File: src/hw/rtl/tte_pkg.sv
package tte_pkg;

  // Trellis geometry
  localparam int unsigned StateBits   = 3;
  localparam int unsigned SystemBits  = 1;
  localparam int unsigned ParityBits  = 1;
  localparam int unsigned StateCount  = 1 << StateBits;
  localparam int unsigned TransDepth  = 1 << (StateBits + SystemBits);
  localparam int unsigned TransIdxW   = StateBits + SystemBits;

  // Tail length register
  localparam int unsigned TailLenW    = 4;
  localparam logic [TailLenW-1:0] TailLenReset = 4'd3;
  localparam logic [TailLenW-1:0] TailCap      = 4'd8;

  // Configuration register map (word addresses)
  localparam logic RegTailLength = 1'b0;

  typedef enum logic [1:0] {
    ActWriteTrans = 2'd0,
    ActWriteTail  = 2'd1,
    ActStart      = 2'd2,
    ActEncode     = 2'd3
  } action_e;

  typedef struct packed {
    logic [1:0]            action;
    logic [StateBits-1:0]  table_state;
    logic [SystemBits-1:0] table_branch;
    logic [ParityBits-1:0] table_parity;
    logic [StateBits-1:0]  table_next_state;
    logic [SystemBits-1:0] tail_symbol;
    logic [StateBits-1:0]  start_state;
    logic [SystemBits-1:0] symbol;
    logic                  last_symbol;
    logic                  terminate;
  } item_t;

  typedef struct packed {
    logic [SystemBits-1:0] system_out;
    logic [ParityBits-1:0] parity_out;
    logic [StateBits-1:0]  state_after;
    logic                  is_tail;
    logic                  last;
  } result_t;

  // Classified command handed from front to back
  typedef struct packed {
    action_e               kind;
    logic [StateBits-1:0]  addr_state;
    logic [SystemBits-1:0] branch;
    logic [ParityBits-1:0] parity;
    logic [StateBits-1:0]  next_state;
    logic [SystemBits-1:0] tail_symbol;
    logic [StateBits-1:0]  start_state;
    logic [SystemBits-1:0] symbol;
    logic                  last_symbol;
    logic                  add_tail;
  } cmd_t;

  typedef struct packed {
    logic [ParityBits-1:0] parity;
    logic [StateBits-1:0]  next_state;
  } trans_entry_t;

endpackage

File: src/hw/rtl/tte_front.sv
module tte_front import tte_pkg::*; (
  input  logic  clk_i,
  input  logic  rst_ni,
  input  logic  push_i,
  input  item_t item_i,
  output logic  full_o,
  output logic  cmd_valid_o,
  output cmd_t  cmd_o,
  input  logic  cmd_pop_i
);

  cmd_t       slot_q [2];
  logic       wr_ptr_q, wr_ptr_d;
  logic       rd_ptr_q, rd_ptr_d;
  logic [1:0] count_q, count_d;
  logic       do_push;
  logic       do_pop;
  cmd_t       cmd_new;

  // Classify the incoming word
  always_comb begin
    cmd_new             = '0;
    cmd_new.kind        = action_e'(item_i.action);
    cmd_new.addr_state  = item_i.table_state;
    cmd_new.branch      = item_i.table_branch;
    cmd_new.parity      = item_i.table_parity;
    cmd_new.next_state  = item_i.table_next_state;
    cmd_new.tail_symbol = item_i.tail_symbol;
    cmd_new.start_state = item_i.start_state;
    cmd_new.symbol      = item_i.symbol;
    cmd_new.last_symbol = item_i.last_symbol;
    // terminate counts only on the final data symbol
    cmd_new.add_tail    = item_i.last_symbol & item_i.terminate;
  end

  assign full_o      = (count_q == 2'd2);
  assign cmd_valid_o = (count_q != 2'd0);
  assign cmd_o       = slot_q[rd_ptr_q];
  assign do_push     = push_i & ~full_o;
  assign do_pop      = cmd_pop_i & cmd_valid_o;

  // Advance pointers and fill count
  always_comb begin
    wr_ptr_d = wr_ptr_q ^ do_push;
    rd_ptr_d = rd_ptr_q ^ do_pop;
    count_d  = count_q;
    if (do_push && !do_pop) begin
      count_d = count_q + 2'd1;
    end else if (!do_push && do_pop) begin
      count_d = count_q - 2'd1;
    end
  end

  always_ff @(posedge clk_i or negedge rst_ni) begin
    if (!rst_ni) begin
      wr_ptr_q <= 1'b0;
      rd_ptr_q <= 1'b0;
      count_q  <= 2'd0;
    end else begin
      wr_ptr_q <= wr_ptr_d;
      rd_ptr_q <= rd_ptr_d;
      count_q  <= count_d;
    end
  end

  // Hold the queued commands
  always_ff @(posedge clk_i) begin
    if (do_push) begin
      slot_q[wr_ptr_q] <= cmd_new;
    end
  end

`ifndef SYNTHESIS
  a_count_tracks_ptrs: assert property (@(posedge clk_i) disable iff (!rst_ni)
    (count_q == 2'd1) |-> (wr_ptr_q != rd_ptr_q))
    else $error("command queue pointers disagree with count");
`endif

endmodule

File: src/hw/rtl/tte_back.sv
module tte_back import tte_pkg::*; (
  input  logic                clk_i,
  input  logic                rst_ni,
  input  logic                cmd_valid_i,
  input  cmd_t                cmd_i,
  output logic                cmd_pop_o,
  input  logic [TailLenW-1:0] tail_len_i,
  input  logic                res_room_i,
  output logic                res_push_o,
  output result_t             res_o
);

  trans_entry_t          trans_mem [TransDepth];
  logic [SystemBits-1:0] tail_mem  [StateCount];

  logic [StateBits-1:0]  cur_state_q, cur_state_d;
  logic [TailLenW-1:0]   tail_left_q, tail_left_d;
  logic                  tail_busy;
  logic [SystemBits-1:0] step_sym;
  trans_entry_t          entry;
  logic [TailLenW-1:0]   steps;
  logic                  do_encode;
  logic                  do_other;
  logic                  do_tail;

  assign tail_busy = (tail_left_q != '0);

  // Look up the transition for this step
  assign step_sym = tail_busy ? tail_mem[cur_state_q] : cmd_i.symbol;
  assign entry    = trans_mem[{cur_state_q, step_sym}];

  // Saturate the tail count
  always_comb begin
    steps = '0;
    if (cmd_i.add_tail) begin
      steps = (tail_len_i > TailCap) ? TailCap : tail_len_i;
    end
  end

  assign do_tail   = tail_busy & res_room_i;
  assign do_encode = ~tail_busy & cmd_valid_i & (cmd_i.kind == ActEncode) & res_room_i;
  assign do_other  = ~tail_busy & cmd_valid_i & (cmd_i.kind != ActEncode);
  assign cmd_pop_o = do_encode | do_other;
  assign res_push_o = do_encode | do_tail;

  // Build the result word
  always_comb begin
    res_o             = '0;
    res_o.system_out  = step_sym;
    res_o.parity_out  = entry.parity;
    res_o.state_after = entry.next_state;
    res_o.is_tail     = tail_busy;
    res_o.last        = tail_busy ? (tail_left_q == 4'd1)
                                  : (cmd_i.last_symbol & (steps == '0));
  end

  // Update state and tail counter
  always_comb begin
    cur_state_d = cur_state_q;
    tail_left_d = tail_left_q;
    if (do_tail) begin
      cur_state_d = entry.next_state;
      tail_left_d = tail_left_q - 4'd1;
    end else if (do_encode) begin
      cur_state_d = entry.next_state;
      tail_left_d = steps;
    end else if (do_other && (cmd_i.kind == ActStart)) begin
      cur_state_d = cmd_i.start_state;
    end
  end

  always_ff @(posedge clk_i or negedge rst_ni) begin
    if (!rst_ni) begin
      cur_state_q <= '0;
      tail_left_q <= '0;
    end else begin
      cur_state_q <= cur_state_d;
      tail_left_q <= tail_left_d;
    end
  end

  // Write the tables
  always_ff @(posedge clk_i) begin
    if (do_other) begin
      case (cmd_i.kind)
        ActWriteTrans: begin
          trans_mem[{cmd_i.addr_state, cmd_i.branch}] <= '{parity:     cmd_i.parity,
                                                           next_state: cmd_i.next_state};
        end
        ActWriteTail: begin
          tail_mem[cmd_i.addr_state] <= cmd_i.tail_symbol;
        end
        default: begin
        end
      endcase
    end
  end

`ifndef SYNTHESIS
  a_tail_bound: assert property (@(posedge clk_i) disable iff (!rst_ni)
    tail_left_q <= TailCap)
    else $error("tail counter beyond cap");
  a_no_pop_in_tail: assert property (@(posedge clk_i) disable iff (!rst_ni)
    tail_busy |-> !cmd_pop_o)
    else $error("command taken during tail steps");
  a_tail_ends_last: assert property (@(posedge clk_i) disable iff (!rst_ni)
    (res_push_o && res_o.is_tail && res_o.last) |=> (tail_left_q == '0))
    else $error("tail continues after last word");
`endif

endmodule

File: src/hw/rtl/tte_res_fifo.sv
module tte_res_fifo import tte_pkg::*; (
  input  logic    clk_i,
  input  logic    rst_ni,
  input  logic    push_i,
  input  result_t data_i,
  output logic    room_o,
  output logic    empty_o,
  input  logic    pop_i,
  output result_t data_o
);

  result_t    slot_q [2];
  logic       wr_ptr_q, wr_ptr_d;
  logic       rd_ptr_q, rd_ptr_d;
  logic [1:0] count_q, count_d;
  logic       do_push;
  logic       do_pop;

  assign room_o  = (count_q != 2'd2);
  assign empty_o = (count_q == 2'd0);
  assign data_o  = slot_q[rd_ptr_q];
  assign do_push = push_i & room_o;
  assign do_pop  = pop_i & ~empty_o;

  // Advance pointers and fill count
  always_comb begin
    wr_ptr_d = wr_ptr_q ^ do_push;
    rd_ptr_d = rd_ptr_q ^ do_pop;
    count_d  = count_q;
    if (do_push && !do_pop) begin
      count_d = count_q + 2'd1;
    end else if (!do_push && do_pop) begin
      count_d = count_q - 2'd1;
    end
  end

  always_ff @(posedge clk_i or negedge rst_ni) begin
    if (!rst_ni) begin
      wr_ptr_q <= 1'b0;
      rd_ptr_q <= 1'b0;
      count_q  <= 2'd0;
    end else begin
      wr_ptr_q <= wr_ptr_d;
      rd_ptr_q <= rd_ptr_d;
      count_q  <= count_d;
    end
  end

  // Hold the waiting result words
  always_ff @(posedge clk_i) begin
    if (do_push) begin
      slot_q[wr_ptr_q] <= data_i;
    end
  end

`ifndef SYNTHESIS
  a_no_drop: assert property (@(posedge clk_i) disable iff (!rst_ni)
    push_i |-> room_o)
    else $error("result word pushed into full queue");
`endif

endmodule

File: src/hw/rtl/trellis_table_encoder_unit.sv
// Table-driven trellis encoder. Load the transition table (action 0) and the
// tail table (action 1) before encoding; start a frame with action 2, then
// push one data symbol per word with action 3. Every word goes into a
// two-entry command queue, so a new word is taken in each cycle while full is
// low. The back end runs one trellis step per cycle while the result queue
// has room: a data symbol yields one result, and a last symbol with terminate
// is followed by min(tail_length, 8) tail steps, each its own lookup of the
// transition table from the state the previous step left. Results leave
// through a two-entry queue; a data word is registered in the command queue and
// its result in the result queue before showing on the result ports. tail_length
// sits at byte address 0 and may be written only while the block is idle.
module trellis_table_encoder_unit import tte_pkg::*; (
  input  logic        clk_i,
  input  logic        rst_ni,
  input  logic        push,
  input  item_t       item_i,
  output logic        full,
  output logic        empty,
  input  logic        pop,
  output result_t     result_o,
  input  logic        psel,
  input  logic        penable,
  input  logic        pwrite,
  input  logic [2:0]  paddr,
  input  logic [31:0] pwdata,
  output logic [31:0] prdata,
  output logic        pready
);

  logic [TailLenW-1:0] tail_length_q, tail_length_d;
  logic                cfg_write;
  logic                cmd_valid;
  cmd_t                cmd;
  logic                cmd_pop;
  logic                res_room;
  logic                res_push;
  result_t             res;

  // Handle the register port
  assign pready    = 1'b1;
  assign cfg_write = psel & penable & pwrite & (paddr[2] == RegTailLength);

  always_comb begin
    tail_length_d = tail_length_q;
    if (cfg_write) begin
      tail_length_d = pwdata[TailLenW-1:0];
    end
  end

  always_comb begin
    prdata = '0;
    if (paddr[2] == RegTailLength) begin
      prdata = {{(32-TailLenW){1'b0}}, tail_length_q};
    end
  end

  always_ff @(posedge clk_i or negedge rst_ni) begin
    if (!rst_ni) begin
      tail_length_q <= TailLenReset;
    end else begin
      tail_length_q <= tail_length_d;
    end
  end

  tte_front u_front (
    .clk_i       (clk_i),
    .rst_ni      (rst_ni),
    .push_i      (push),
    .item_i      (item_i),
    .full_o      (full),
    .cmd_valid_o (cmd_valid),
    .cmd_o       (cmd),
    .cmd_pop_i   (cmd_pop)
  );

  tte_back u_back (
    .clk_i       (clk_i),
    .rst_ni      (rst_ni),
    .cmd_valid_i (cmd_valid),
    .cmd_i       (cmd),
    .cmd_pop_o   (cmd_pop),
    .tail_len_i  (tail_length_q),
    .res_room_i  (res_room),
    .res_push_o  (res_push),
    .res_o       (res)
  );

  tte_res_fifo u_res_fifo (
    .clk_i   (clk_i),
    .rst_ni  (rst_ni),
    .push_i  (res_push),
    .data_i  (res),
    .room_o  (res_room),
    .empty_o (empty),
    .pop_i   (pop),
    .data_o  (result_o)
  );

endmodule
File: config.mk
export PLATFORM = sky130hd
export DESIGN_NAME = trellis_table_encoder_unit
export DESIGN_NICKNAME = d
export VERILOG_FILES = /design/src/hw/rtl/tte_pkg.sv /design/src/hw/rtl/tte_front.sv /design/src/hw/rtl/tte_back.sv /design/src/hw/rtl/tte_res_fifo.sv /design/src/hw/rtl/trellis_table_encoder_unit.sv
export SDC_FILE = /design/constraint.sdc
export NUM_CORES = 1
export LEC_CHECK = 0
export BUFFER_PORTS_ARGS = -buffer_cell sky130_fd_sc_hd__buf_2
export CORE_AREA = 10 10 116 118
export CTS_CLUSTER_SIZE = 24
export DETAILED_ROUTE_END_ITERATION = 7
export DIE_AREA = 0 0 126 128
export GPL_ROUTABILITY_DRIVEN = 0
export PLACE_DENSITY_LB_ADDON = 0.25
export SYNTH_ARGS = -nofsm -noshare
export SYNTH_HDL_FRONTEND = slang
export SYNTH_HIERARCHICAL = 1
export SYNTH_SLANG_ARGS = --single-unit
File: constraint.sdc
create_clock -name clk_i -period 5.78 [get_ports clk_i]
set_input_delay 0.578 -clock clk_i [delete_from_list [all_inputs] [get_ports clk_i]]
set_output_delay 0.578 -clock clk_i [all_outputs]
set_load 0.01 [all_outputs]
==> impl_results.md, run 1 <==
* Yosys reg bits at 139
* CP bufs+invs at 1
* Final std cells w/o fill at 673
* Final Hold Fails at 0
* CP max FO at 41
* Internal power component at 2650 uW
* Comb power frac at 37.5%
* DRT Wirelength at 13.7 mm
* Synth async-reset ratio at 13.7%
* Ys flop type: edfxtp_1
* Worst slew pin tran at 0.916 ns
* CP Capture Type: flop
* CTS tree: built
* Clock power share at ~25%
* Starting Density at 60.5%
* Post-route cell area at 7460 um2
* Post-route setup TNS at 0 ns
* Initial antenna violation count at 0
* Setup Buffers After CTS at 0
* Commonest non-fill, non-tap cells in the layout: 120 x edfxtp_1, 41 x buf_2, 40 x nor2_1, 29 x conb_1, 24 x nand2_1
* Vias at 4058
* CP max stage delay at 0.76 ns
* H-tree depth at 4
* Power Density at roughly 550 nW/um2
* Clock sink count at 139
* FF-to-FF End: u_res_fifo/slot_q[0][4]
* Iteration-0 DRC Markers at 483
* Largest net degree at the start of global routing at 42
* Overflow after GRT at 0
* Reg2Reg Launch Point: u_back/cur_state_q[0]
* Synth unique cells at a little under 70
* Adder-cell share of the synthesized area at 1.47%
* Psw at 1480 uW
* Fraction of layout cells with a size suffix above 1 at approximately a quarter
* Seq/Total Area, Yosys at 60.1%
* # IOs at 101
* Port-buffer cells at between 40 and 50
* Slew headroom at 39.0%
* Insertion delay to the later sink of the worst-skew pair at 0.42 ns
* WP data arrival at 3.47 ns
* Unrepaired setup endpoints after global routing: no
* Syn_area_per_cell at 14.2 um2
* Final Net Count at between 500 and 600
* CTS resizes at 0
* Syn Std Cell Area at between 6000 and 7000 um2
* CTS root buffer: clkbuf_16
* Synth Area in Compound Gates at ~8.6%
* Period utilisation layout at 57.6%
* Switching Fraction at 35.9%
* Post-synthesis mux area share at 11.6%
* Die span in y at 128 um
* Top cells by area, synth: edfxtp_1 53%, dfrtp_1 6.3%, mux4_2 4.0%
* Post-DP HPWL at 9.42 mm
* First-pass iteration count of the detailed router at 6
* GRT Util Overall at roughly 18%
* Synth Area in Simple Gates at 10.3%
* Ys Warns at 6
* Outcome: complete, no violations
* Area after DPL at just under 7000 um2
* Max Cap Viol at 0
* Full die area at 16100 um2
* Cells after synthesis at 479
* Leak Pwr at 0.00273 uW
* Avg Vias per Cell at 6.03
* First-pass GRT wire length at 21.9 mm
* CP Cell Sequence: buf_4 -> mux2i_1 -> a22oi_2 -> nand2_1 -> or3_1 -> a41oi_1 -> nor3_1
* ANT nets after route at 0
* Cell taking the most area after synthesis: edfxtp_1
* Worst Setup Path Type: flop to flop
* Pins Over Slew Limit at 0
* Hold slack at roughly 0.097 ns
* Setup Skew at 0.00749 ns
* Worst Path Required at 5.92 ns
* Reg power frac at 37.2%
* DRC Markers at 0
* Vias in the first global route at 4089
* Fin crit period at 3.33 ns
* Post-synth top area share at 53.1%
* Clk buf depth at 2
* Most common cell after layout, fill and taps aside: edfxtp_1
* Die X at about 130 um
* Setup-failing EPs final at 0
* Post-synth EDFFs at 120
* Fmax at approximately 0.3 GHz
* Worst-case vdd ir drop at 0.364 mV
* Synth Area in XOR/XNOR at 1.03%
* Row cnt at 39
* Worst-path clk slew at 0.06 ns
* Class of the worst hold path: input port to async pin
* Core Area at 11200 um2
* Main combinational cell family by area after synthesis: multiplexers
* Placed cell count at between 600 and 700
* Diode count at 0
* Reg2Reg Setup Slack at 2.45 ns
* CTS Hold Bufs at 0
* Area growth syn-to-layout at 9.97%
* Cts bufs inserted at 17
* Number of cells on the worst reg-to-reg path at 7
* Wire per inst at 20.4 um
* CP max-delay cell: a22oi_2
* Nature of the critical path startpoint: flop
* Crit-path leading delay family: compound AO/OA/AOI/OAI gates
## how the worst max path moves through the flow
stage                         endpoint  cells after the start                  start
2_1_floorplan    u_res_fifo/count_q[1]                     13  u_back/tail_left_q[0]
3_3_place_gp   u_res_fifo/slot_q[0][4]                      7  u_back/cur_state_q[0]
3_5_place_dp   u_res_fifo/slot_q[0][4]                      7  u_back/cur_state_q[0]
4_1_cts        u_res_fifo/slot_q[0][4]                      7  u_back/cur_state_q[0]
5_1_grt        u_res_fifo/slot_q[0][4]                      7  u_back/cur_state_q[0]
6_report       u_res_fifo/slot_q[0][4]                      7  u_back/cur_state_q[0]
## registers in the layout, summed over array words and instances (netlist names)
name	cells
u_front/count_q	2
u_back/cur_state_q	3
u_res_fifo/rd_ptr_q	1
tail_length_q	4
u_back/trans_mem	64
u_res_fifo/count_q	2
u_front/wr_ptr_q	1
u_res_fifo/wr_ptr_q	1
u_res_fifo/slot_q	14
u_front/rd_ptr_q	1
u_front/slot_q	34
u_back/tail_left_q	4
u_back/tail_mem	8
## power by group through the flow
| stage | clock (uW) | combinational, uW | sequential [uW] |
|---|---|---|---|
| CTS | 1060 | 1540 | 1540 |
| finish | 1050 | 1550 | 1540 |
| floorplan | 0 | 1320 | 1470 |
| global placement | 0 | 1470 | 1550 |
| detailed placement | 0 | 1530 | 1560 |
| global route | 1110 | 1680 | 1560 |
## layer usage
layer | track usage [%] | share of wire [%] | up-vias
met4 | 6.97 | 2.6 | 0
li1 | - | - | 1839
met3 | 6.82 | 9.9 | 36
met2 | 29.8 | 51 | 205
met1 | 19.4 | 37 | 1978
met5 | 0 | 0 | -
## worst register-to-register path: cells and delay by family (launching register included)
| family | cells | cell delay [ns] |
|---|---|---|
| AOI/OAI and AO/OA | 2 | 1.09 |
| buffers and inverters | 1 | 0.42 |
| DFF | 1 | 0.32 |
| muxes | 1 | 0.26 |
| and+or+nand+nor | 3 | 0.96 |
## cell usage after synthesis (7+ instances only)
library cell    n
mux2_4         10
buf_6           9
mux2_2         16
nor3_1          7
nor2_1         40
nand3_1        15
buf_4          33
nand2b_1        9
a21oi_1        13
o21ai_0         8
mux2_1          8
dfrtp_1        17
ha_1            8
nor2b_1        12
inv_1          13
mux4_2         12
edfxtp_1      120
nand2_1        24
mux2i_1         7
## stage by stage
stage | setup WS, ns | utilization, % | power, uW
after floorplan | 3.14 | - | 2790
after global placement | 2.66 | 61.4 | 3020
after detailed placement | 2.55 | 61.4 | 3090
after CTS | 2.51 | 66.5 | 4150
after global routing | 2.35 | 66.5 | 4360
final | 2.45 | 66.5 | 4130
## cell type report
class | instances | area, um2
clock buffers | 20 | 437
clock inverters | 12 | 140
fillers | 757 | 3760
inverters | 14 | 52.6
multi-input cells | 301 | 2350
flip-flops and latches | 139 | 4080
well taps | 143 | 179
repair buffers | 44 | 228
## cell families (layout without fill, tap and decap cells)
| family | Yosys count | count (layout) |
|---|---|---|
| AO/OA/AOI/OAI | 71 | 71 |
| other | 2 | 29 |
| flip-flops | 139 | 139 |
| adder cells (fa/ha/maj) | 8 | 8 |
| AND/OR/NAND/NOR | 131 | 131 |
| XOR/XNOR | 8 | 8 |
| buffers and inverters | 66 | 90 |
| multiplexers | 54 | 54 |
(Power assumes the default switching activity.)
==> inputs of run 2 (changes only) <==
Settings changed: CORE_AREA 10 10 116 118 to 10 10 126 128, DIE_AREA 0 0 126 128 to 0 0 136 138.
Clock period 5.78 ns to 2.7 ns, I/O delays scaled along.
==> run 2 against run 1 <==
Effect of this change:
- sequential power rose by 110%
- worst setup slack got worse by 2.3 ns
- maximum frequency up 29%
- critical path depth increased by 1
- total power increased by 120%
- first-iteration DRC count shrank 32%
- die area up 16%
- core utilization decreased by 9.2 points
- clock skew rose by 0.00056 ns
- sequential cell count stayed put
- cell count rose by 10%
- largest power group unchanged
==> impl_results.md, run 2 (synthesized netlist as in run 1, its figures left out) <==
* Full die area at 18800 um2 (+16%)
* Unrepaired setup endpoints after global routing: yes
* Cts bufs inserted at 17 (unchanged)
* Vias at 4174 (+2.9%)
* Pins Over Slew Limit at 0 (unchanged)
* Setup Buffers After CTS at 0 (unchanged)
* Port-buffer cells at 41 (unchanged)
* First-pass iteration count of the detailed router at 5 (-1)
* Row cnt at 43 (+10%)
* Number of cells on the worst reg-to-reg path at 8 (+1)
* Hold slack at 0.0365 ns (-0.0605 ns)
* CP Cell Sequence: inv_1 -> ha_1 -> nor3b_4 -> inv_2 -> nor3b_2 -> nand2b_1 -> or3_1 -> nor2_1
* Dpl ws at 0.122 ns (-2.43 ns)
* Insertion delay to the later sink of the worst-skew pair at 0.42 ns (about the same)
* Overflow after GRT at 0 (unchanged)
* H-tree depth at 4 (unchanged)
* DRT Wirelength at 14.0 mm (+1.6%)
* CP bufs+invs at 2 (+1)
* # IOs at 101 (unchanged)
* Power Density at 1170 nW/um2 (+110%)
* PnR worst setup slack at 0.118 ns (-2.33 ns)
* Worst Path Required at 2.77 ns (-3.15 ns)
* Wire per inst at 18.8 um (-7.8%)
* Placed cell count at 708 (+10%)
* First-pass GRT wire length at 22.1 mm (+0.94%)
* Avg Vias per Cell at 5.63 (-6.6%)
* FF-to-FF End: u_back/trans_mem[12][0]
* Reg2Reg Setup Slack at 0.12 ns (-2.33 ns)
* Largest net degree at the start of global routing at 35 (-17%)
* Comb power frac at 40.1% (+2.6 points)
* Regs by FF count: u_back/trans_mem (64), u_front/slot_q (34), u_res_fifo/slot_q (14)
* Top reg by flops: u_back/trans_mem
* Max Cap Viol at 0 (unchanged)
* Worst-case vdd ir drop at 0.587 mV (+61%)
* Commonest non-fill, non-tap cells in the layout: 120 x edfxtp_1, 41 x buf_2, 40 x nor2_1, 33 x buf_4, 29 x conb_1
* Switching Fraction at 35.8% (-0.12 points)
* Clk buf depth at 2 (unchanged)
* Worst Setup Path Type: flop to flop
* Die X at 136 um (+7.9%)
* Nature of the critical path startpoint: flop
* Core Area at 13500 um2 (+20%)
* CP max-delay cell: dfrtp_1
* Hold worst-path end: u_front/slot_q[0][4]
* ANT nets after route at 0 (unchanged)
* Max reg flops at 64 (unchanged)
* CTS root buffer: clkbuf_16
* CTS tree: built
* CP max FO at 9 (-78%)
* WP data arrival at 2.65 ns (-0.82 ns)
* Reg2Reg Launch Point: u_back/tail_left_q[0]
* Final Hold Fails at 0 (unchanged)
* Diode count at 0 (unchanged)
* Setup-failing EPs final at 0 (unchanged)
* GRT Util Overall at 15.0% (-2.6 points)
* CP max stage delay at 0.40 ns (-0.36 ns)
* CP Capture Type: flop
* Starting Density at 50.3% (-10 points)
* Fin crit period at 2.58 ns (-0.748 ns)
* Vias in the first global route at 4255 (+4.1%)
* Hold path start: item_i[4]
* Leak Pwr at 0.00288 uW (+5.5%)
* Hold depth at 1
* Total power after layout at 9030 uW (+120%)
* Psw at 3230 uW (+120%)
* Setup Skew at 0.00805 ns (+0.000562 ns)
* Reg power frac at 35.6% (-1.6 points)
* Clock sink count at 139 (unchanged)
* Area growth syn-to-layout at 13.9%
* Fraction of layout cells with a size suffix above 1 at 29.4% (+4.1 points)
* Post-DP HPWL at 10.2 mm (+8.0%)
* Clock power share at 24.2% (-1.1 points)
* Worst slew pin tran at 0.491 ns (-0.425 ns)
* Iteration-0 DRC Markers at 328 (-32%)
* Slew headroom at 67.0% (+28 points)
* Die span in y at 138 um (+7.8%)
* Crit-path leading delay family: simple AND/OR/NAND/NOR gates
* Class of the worst hold path: input port to flop
* Worst-path clk slew at 0.06 ns (about the same)
* DRC Markers at 0 (unchanged)
* Outcome: complete, no violations
* Fmax at 0.387 GHz (+29%)
* Most common cell after layout, fill and taps aside: edfxtp_1
* Final std cells w/o fill at 741 (+10%)
* Internal power component at 5800 uW (+120%)
* Final Net Count at 615 (+5.3%)
* Initial antenna violation count at 0 (unchanged)
* Period utilisation layout at 95.6% (+38 points)
-- run 2: worst register-to-register path, cell delays in order, from the launching register on --
cell and delay, ns:
dfrtp_1 0.40, inv_1 0.11, ha_1 0.18, nor3b_4 0.21, inv_2 0.13, nor3b_2 0.29
nand2b_1 0.16, or3_1 0.40, nor2_1 0.37
-- run 2: final cells by class --
cell class | count | area, um2
fill | 1095 | 5770
sequential | 139 | 4080
multi-input combinational | 301 | 2350
timing repair buffer | 75 | 463
clock buffer | 17 | 425
tap | 180 | 225
clock inverter | 15 | 138
inverter | 14 | 52.6
-- run 2: repair_timing --
item / CTS / global route
hold buffers: 1 / 0
setup endpoints to repair: 0 / 10
gates resized for setup: 0 / 1
hold endpoints to repair: 17 / 0
-- run 2: how the worst max path moves through the flow --
stage                          startpoint                      end  depth (start not counted)
floorplan           u_back/tail_left_q[0]    u_res_fifo/count_q[1]                         13
global placement    u_back/cur_state_q[0]  u_res_fifo/slot_q[0][4]                          6
detailed placement  u_back/cur_state_q[0]  u_res_fifo/slot_q[0][4]                          6
CTS                 u_back/cur_state_q[0]  u_res_fifo/slot_q[1][4]                          6
global route        u_back/tail_left_q[0]   u_back/trans_mem[3][2]                         10
finish              u_back/tail_left_q[0]  u_back/trans_mem[12][0]                          8
-- run 2: power groups by stage --
stage               Sequential (uW)  Combinational [uW]  Clock (uW)
global route                   3250                3960        2330
global placement               3240                3510           0
detailed placement             3260                3590           0
CTS                            3220                3620        2220
floorplan                      3150                2820           0
finish                         3220                3620        2190
-- run 2: per-stage QoR --
stage	setup TNS [ns]	util [%]	instance area, um2
6_report	0	57.3	7730
5_1_grt	-0.0000138	57.3	7730
4_1_cts	0	57.3	7730
3_5_place_dp	0	53.0	7160
3_3_place_gp	0	53.0	7160
2_1_floorplan	0	-	6890
-- run 2: metal layers --
metal | vias up | track usage [%] | routed length (um)
li1 | 1902 | - | -
met1 | 2056 | 18.0 | 5600
met2 | 188 | 24.2 | 6800
met3 | 28 | 4.89 | 1290
met4 | 0 | 6.11 | 259
met5 | - | 0 | 0
==> inputs of run 3 (changes only) <==
Settings changed: ABC_AREA set to 1, CORE_AREA 10 10 126 128 to 10 10 124 126, DIE_AREA 0 0 136 138 to 0 0 134 136.
==> run 3 against run 2 <==
Effect of this change:
- wire length shrank 9.2%
- cell area is 5.1% lower
- via count about the same
- combinational power fell by 9.9%
- sequential cell count unchanged
- register-to-register slack improved by 0.17 ns
- highest routed layer unchanged
- die area shrank 2.9%
- maximum frequency rose by 7.1%
==> impl_results.md, run 3 <==
* CTS tree: built
* Post-synth top area share at 55.7% (+2.6 points)
* Post-route cell area at 7330 um2 (-5.1%)
* Synth unique cells at 37 (-46%)
* Area after DPL at 6690 um2 (-6.5%)
* Final std cells w/o fill at 859 (+16%)
* Synth async-reset ratio at 13.7% (unchanged)
* H-tree depth at 4 (unchanged)
* Sequential cell area at 4080 um2 (about the same)
* Core Area at 13000 um2 (-3.9%)
* Syn_area_per_cell at 10.4 um2 (-27%)
* Worst Path Required at 2.77 ns (about the same)
* Setup Skew at 0.00739 ns (-0.000656 ns)
* Clk buf depth at 2 (unchanged)
* Avg Vias per Cell at 4.86 (-14%)
* Dpl ws at 0.0270 ns (-0.0950 ns)
* Crit-path leading delay family: simple AND/OR/NAND/NOR gates
* Outcome: complete, no violations
* Power Density at 1210 nW/um2 (+3.8%)
* Port-buffer cells at 41 (unchanged)
* Vias at 4176 (+0.048%)
* CTS root buffer: clkbuf_16
* First-pass GRT wire length at 20.7 mm (-6.6%)
* Syn Std Cell Area at 6470 um2 (-4.6%)
* Placed cell count at 826 (+17%)
* Max reg flops at 64 (unchanged)
* Setup-failing EPs final at 0 (unchanged)
* Filler cells at 1125 (+2.7%)
* Ys flop type: edfxtp_1
* Starting Density at 49.9% (-0.40 points)
* Area growth syn-to-layout at 13.3%
* Commonest non-fill, non-tap cells in the layout: 152 x nand2_1, 120 x edfxtp_1, 78 x nand3_1, 76 x inv_1, 41 x buf_2
* Cts bufs inserted at 17 (unchanged)
* Fin crit period at 2.41 ns (-0.171 ns)
* Die span in y at 136 um (-1.4%)
* Fraction of layout cells with a size suffix above 1 at 16.3% (-13 points)
* Full die area at 18200 um2 (-2.9%)
* WP data arrival at 2.48 ns (-0.17 ns)
* Top cells by area, synth: edfxtp_1 56%, nand2_1 8.8%, dfrtp_1 6.6%
* Setup Buffers After CTS at 0 (unchanged)
* PnR worst setup slack at 0.289 ns (+0.171 ns)
* ANT nets after route at 0 (unchanged)
* CP max stage delay at 0.44 ns (+0.04 ns)
* Final Hold Fails at 0 (unchanged)
* Area of the multi-input gates at 1800 um2 (-23%)
* Worst slew pin tran at 0.763 ns (+0.272 ns)
* Iteration-0 DRC Markers at 345 (+5.2%)
* Initial antenna violation count at 0 (unchanged)
* Hold slack at 0.0352 ns (-0.00132 ns)
* Post-route setup TNS at 0 ns (unchanged)
* Row cnt at 42 (-2.3%)
* Final Net Count at 737 (+20%)
* CP max-delay cell: nor2_1
* Count leader, synth: nand2_1
* Cell taking the most area after synthesis: edfxtp_1
* Fmax at 0.415 GHz (+7.1%)
* Vias in the first global route at 4224 (-0.73%)
* Yosys reg bits at 139 (unchanged)
* Clock sink count at 139 (unchanged)
* Commonest cells post-synth: 152 x nand2_1, 120 x edfxtp_1, 78 x nand3_1
* DRT Wirelength at 12.7 mm (-9.2%)
* Diode count at 0 (unchanged)
* Class of the worst hold path: input port to flop
* GRT Util Overall at 14.4% (-0.59 points)
* Cells after synthesis at 622 (+30%)
* CP Capture Type: flop
* Largest net degree at the start of global routing at 32 (-8.6%)
* First-pass iteration count of the detailed router at 5 (unchanged)
* CP Cell Sequence: inv_1 -> ha_1 -> nand3_4 -> inv_2 -> nand2_1 -> nor3_1 -> buf_4 -> nand3_1 -> nor2_1
* Pins Over Slew Limit at 0 (unchanged)
* CP bufs+invs at 3 (+1)
* Most common cell after layout, fill and taps aside: nand2_1
* Unrepaired setup endpoints after global routing: no
* Worst Setup Path Type: flop to flop
* Overflow after GRT at 0 (unchanged)
* Nature of the critical path startpoint: flop
* Period utilisation layout at 89.3% (-6.3 points)
* # IOs at 101 (unchanged)
* Regs by FF count: u_back/trans_mem (64), u_front/slot_q (34), u_res_fifo/slot_q (14)
* Insertion delay to the later sink of the worst-skew pair at 0.42 ns (about the same)
* DRC Markers at 0 (unchanged)
* Max Cap Viol at 0 (unchanged)
* Slew headroom at 49.1% (-18 points)
* Seq/Total Area, Yosys at 63.1% (+2.9 points)
* Top reg by flops: u_back/trans_mem
* Post-synth EDFFs at 120 (unchanged)
* Leak Pwr at 0.00318 uW (+10%)
* CP max FO at 8 (-1)
* Worst-path clk slew at 0.06 ns (about the same)
* Post-DP HPWL at 8.78 mm (-14%)
* Wire per inst at 14.8 um (-22%)
* Worst-case vdd ir drop at 0.678 mV (+16%)
* Die X at 134 um (-1.5%)
* Ys Warns at 6 (unchanged)
==> run 3: per-layer routing <==
layer	GRT usage, %	part of all wire [%]	vias up
met4	6.89	2.1	0
met3	4.94	8.8	27
met5	0	0	-
met2	22.5	48	155
li1	-	-	2092
met1	17.6	41	1902
==> run 3: cell type report <==
cell class                 instances  area share [%]
tap                              176            3.00
inverter                          87            4.59
sequential                       139            55.6
timing repair buffer              50            3.75
clock buffer                      17            5.80
multi-input combinational        375            24.5
clock inverter                    15            2.73
==> run 3: per-stage QoR <==
stage / total power, uW / util [%]
final: 8890 / 56.5
after global routing: 9500 / 56.5
after CTS: 8930 / 56.4
after detailed placement: 6480 / 51.5
after global placement: 6360 / 51.5
after floorplan: 5740 / -
==> run 3: path summary, 6_finish.rpt <==
path,startpoint,endpoint,cells after the start,slack [ns]
worst min-delay path,item_i[13],u_front/slot_q[0][13],1,0.04
worst max-delay path,u_back/tail_left_q[0],u_back/trans_mem[8][2],9,0.29
worst min register to register,tail_length_q[1],tail_length_q[1],2,0.48
worst max register to register,u_back/tail_left_q[0],u_back/trans_mem[8][2],9,0.29
min in group asynchronous,rst_ni,u_res_fifo/count_q[0],2,0.32
max in group asynchronous,rst_ni,tail_length_q[1],2,2.04
==> run 3: kinds of logic after synthesis <==
group	count (synthesis)	synth area share [%]
AND/OR/NAND/NOR	303	21.2
flip-flops	139	63.1
buffers and inverters	135	10.9
AO/OA/AOI/OAI	31	2.69
adder cells (fa/ha/maj)	8	1.55
XOR/XNOR	4	0.541
other	2	0.116
==> run 3: what timing repair did <==
| action | CTS | global route |
|---|---|---|
| setup endpoints to repair | 7 | 16 |
| hold buffers | 1 | 0 |
| endpoints found under the hold margin | 17 | 0 |
| resized for setup | 0 | 4 |
| pin swaps | 0 | 0 |
==> run 3: where the power goes <==
group / leakage (uW) / switching [uW] / internal (uW) / total [uW]
Sequential: 0.00132 / 209 / 3010 / 3220
Combinational: 0.00156 / 2280 / 981 / 3260
Clock: 0.000295 / 873 / 1540 / 2410
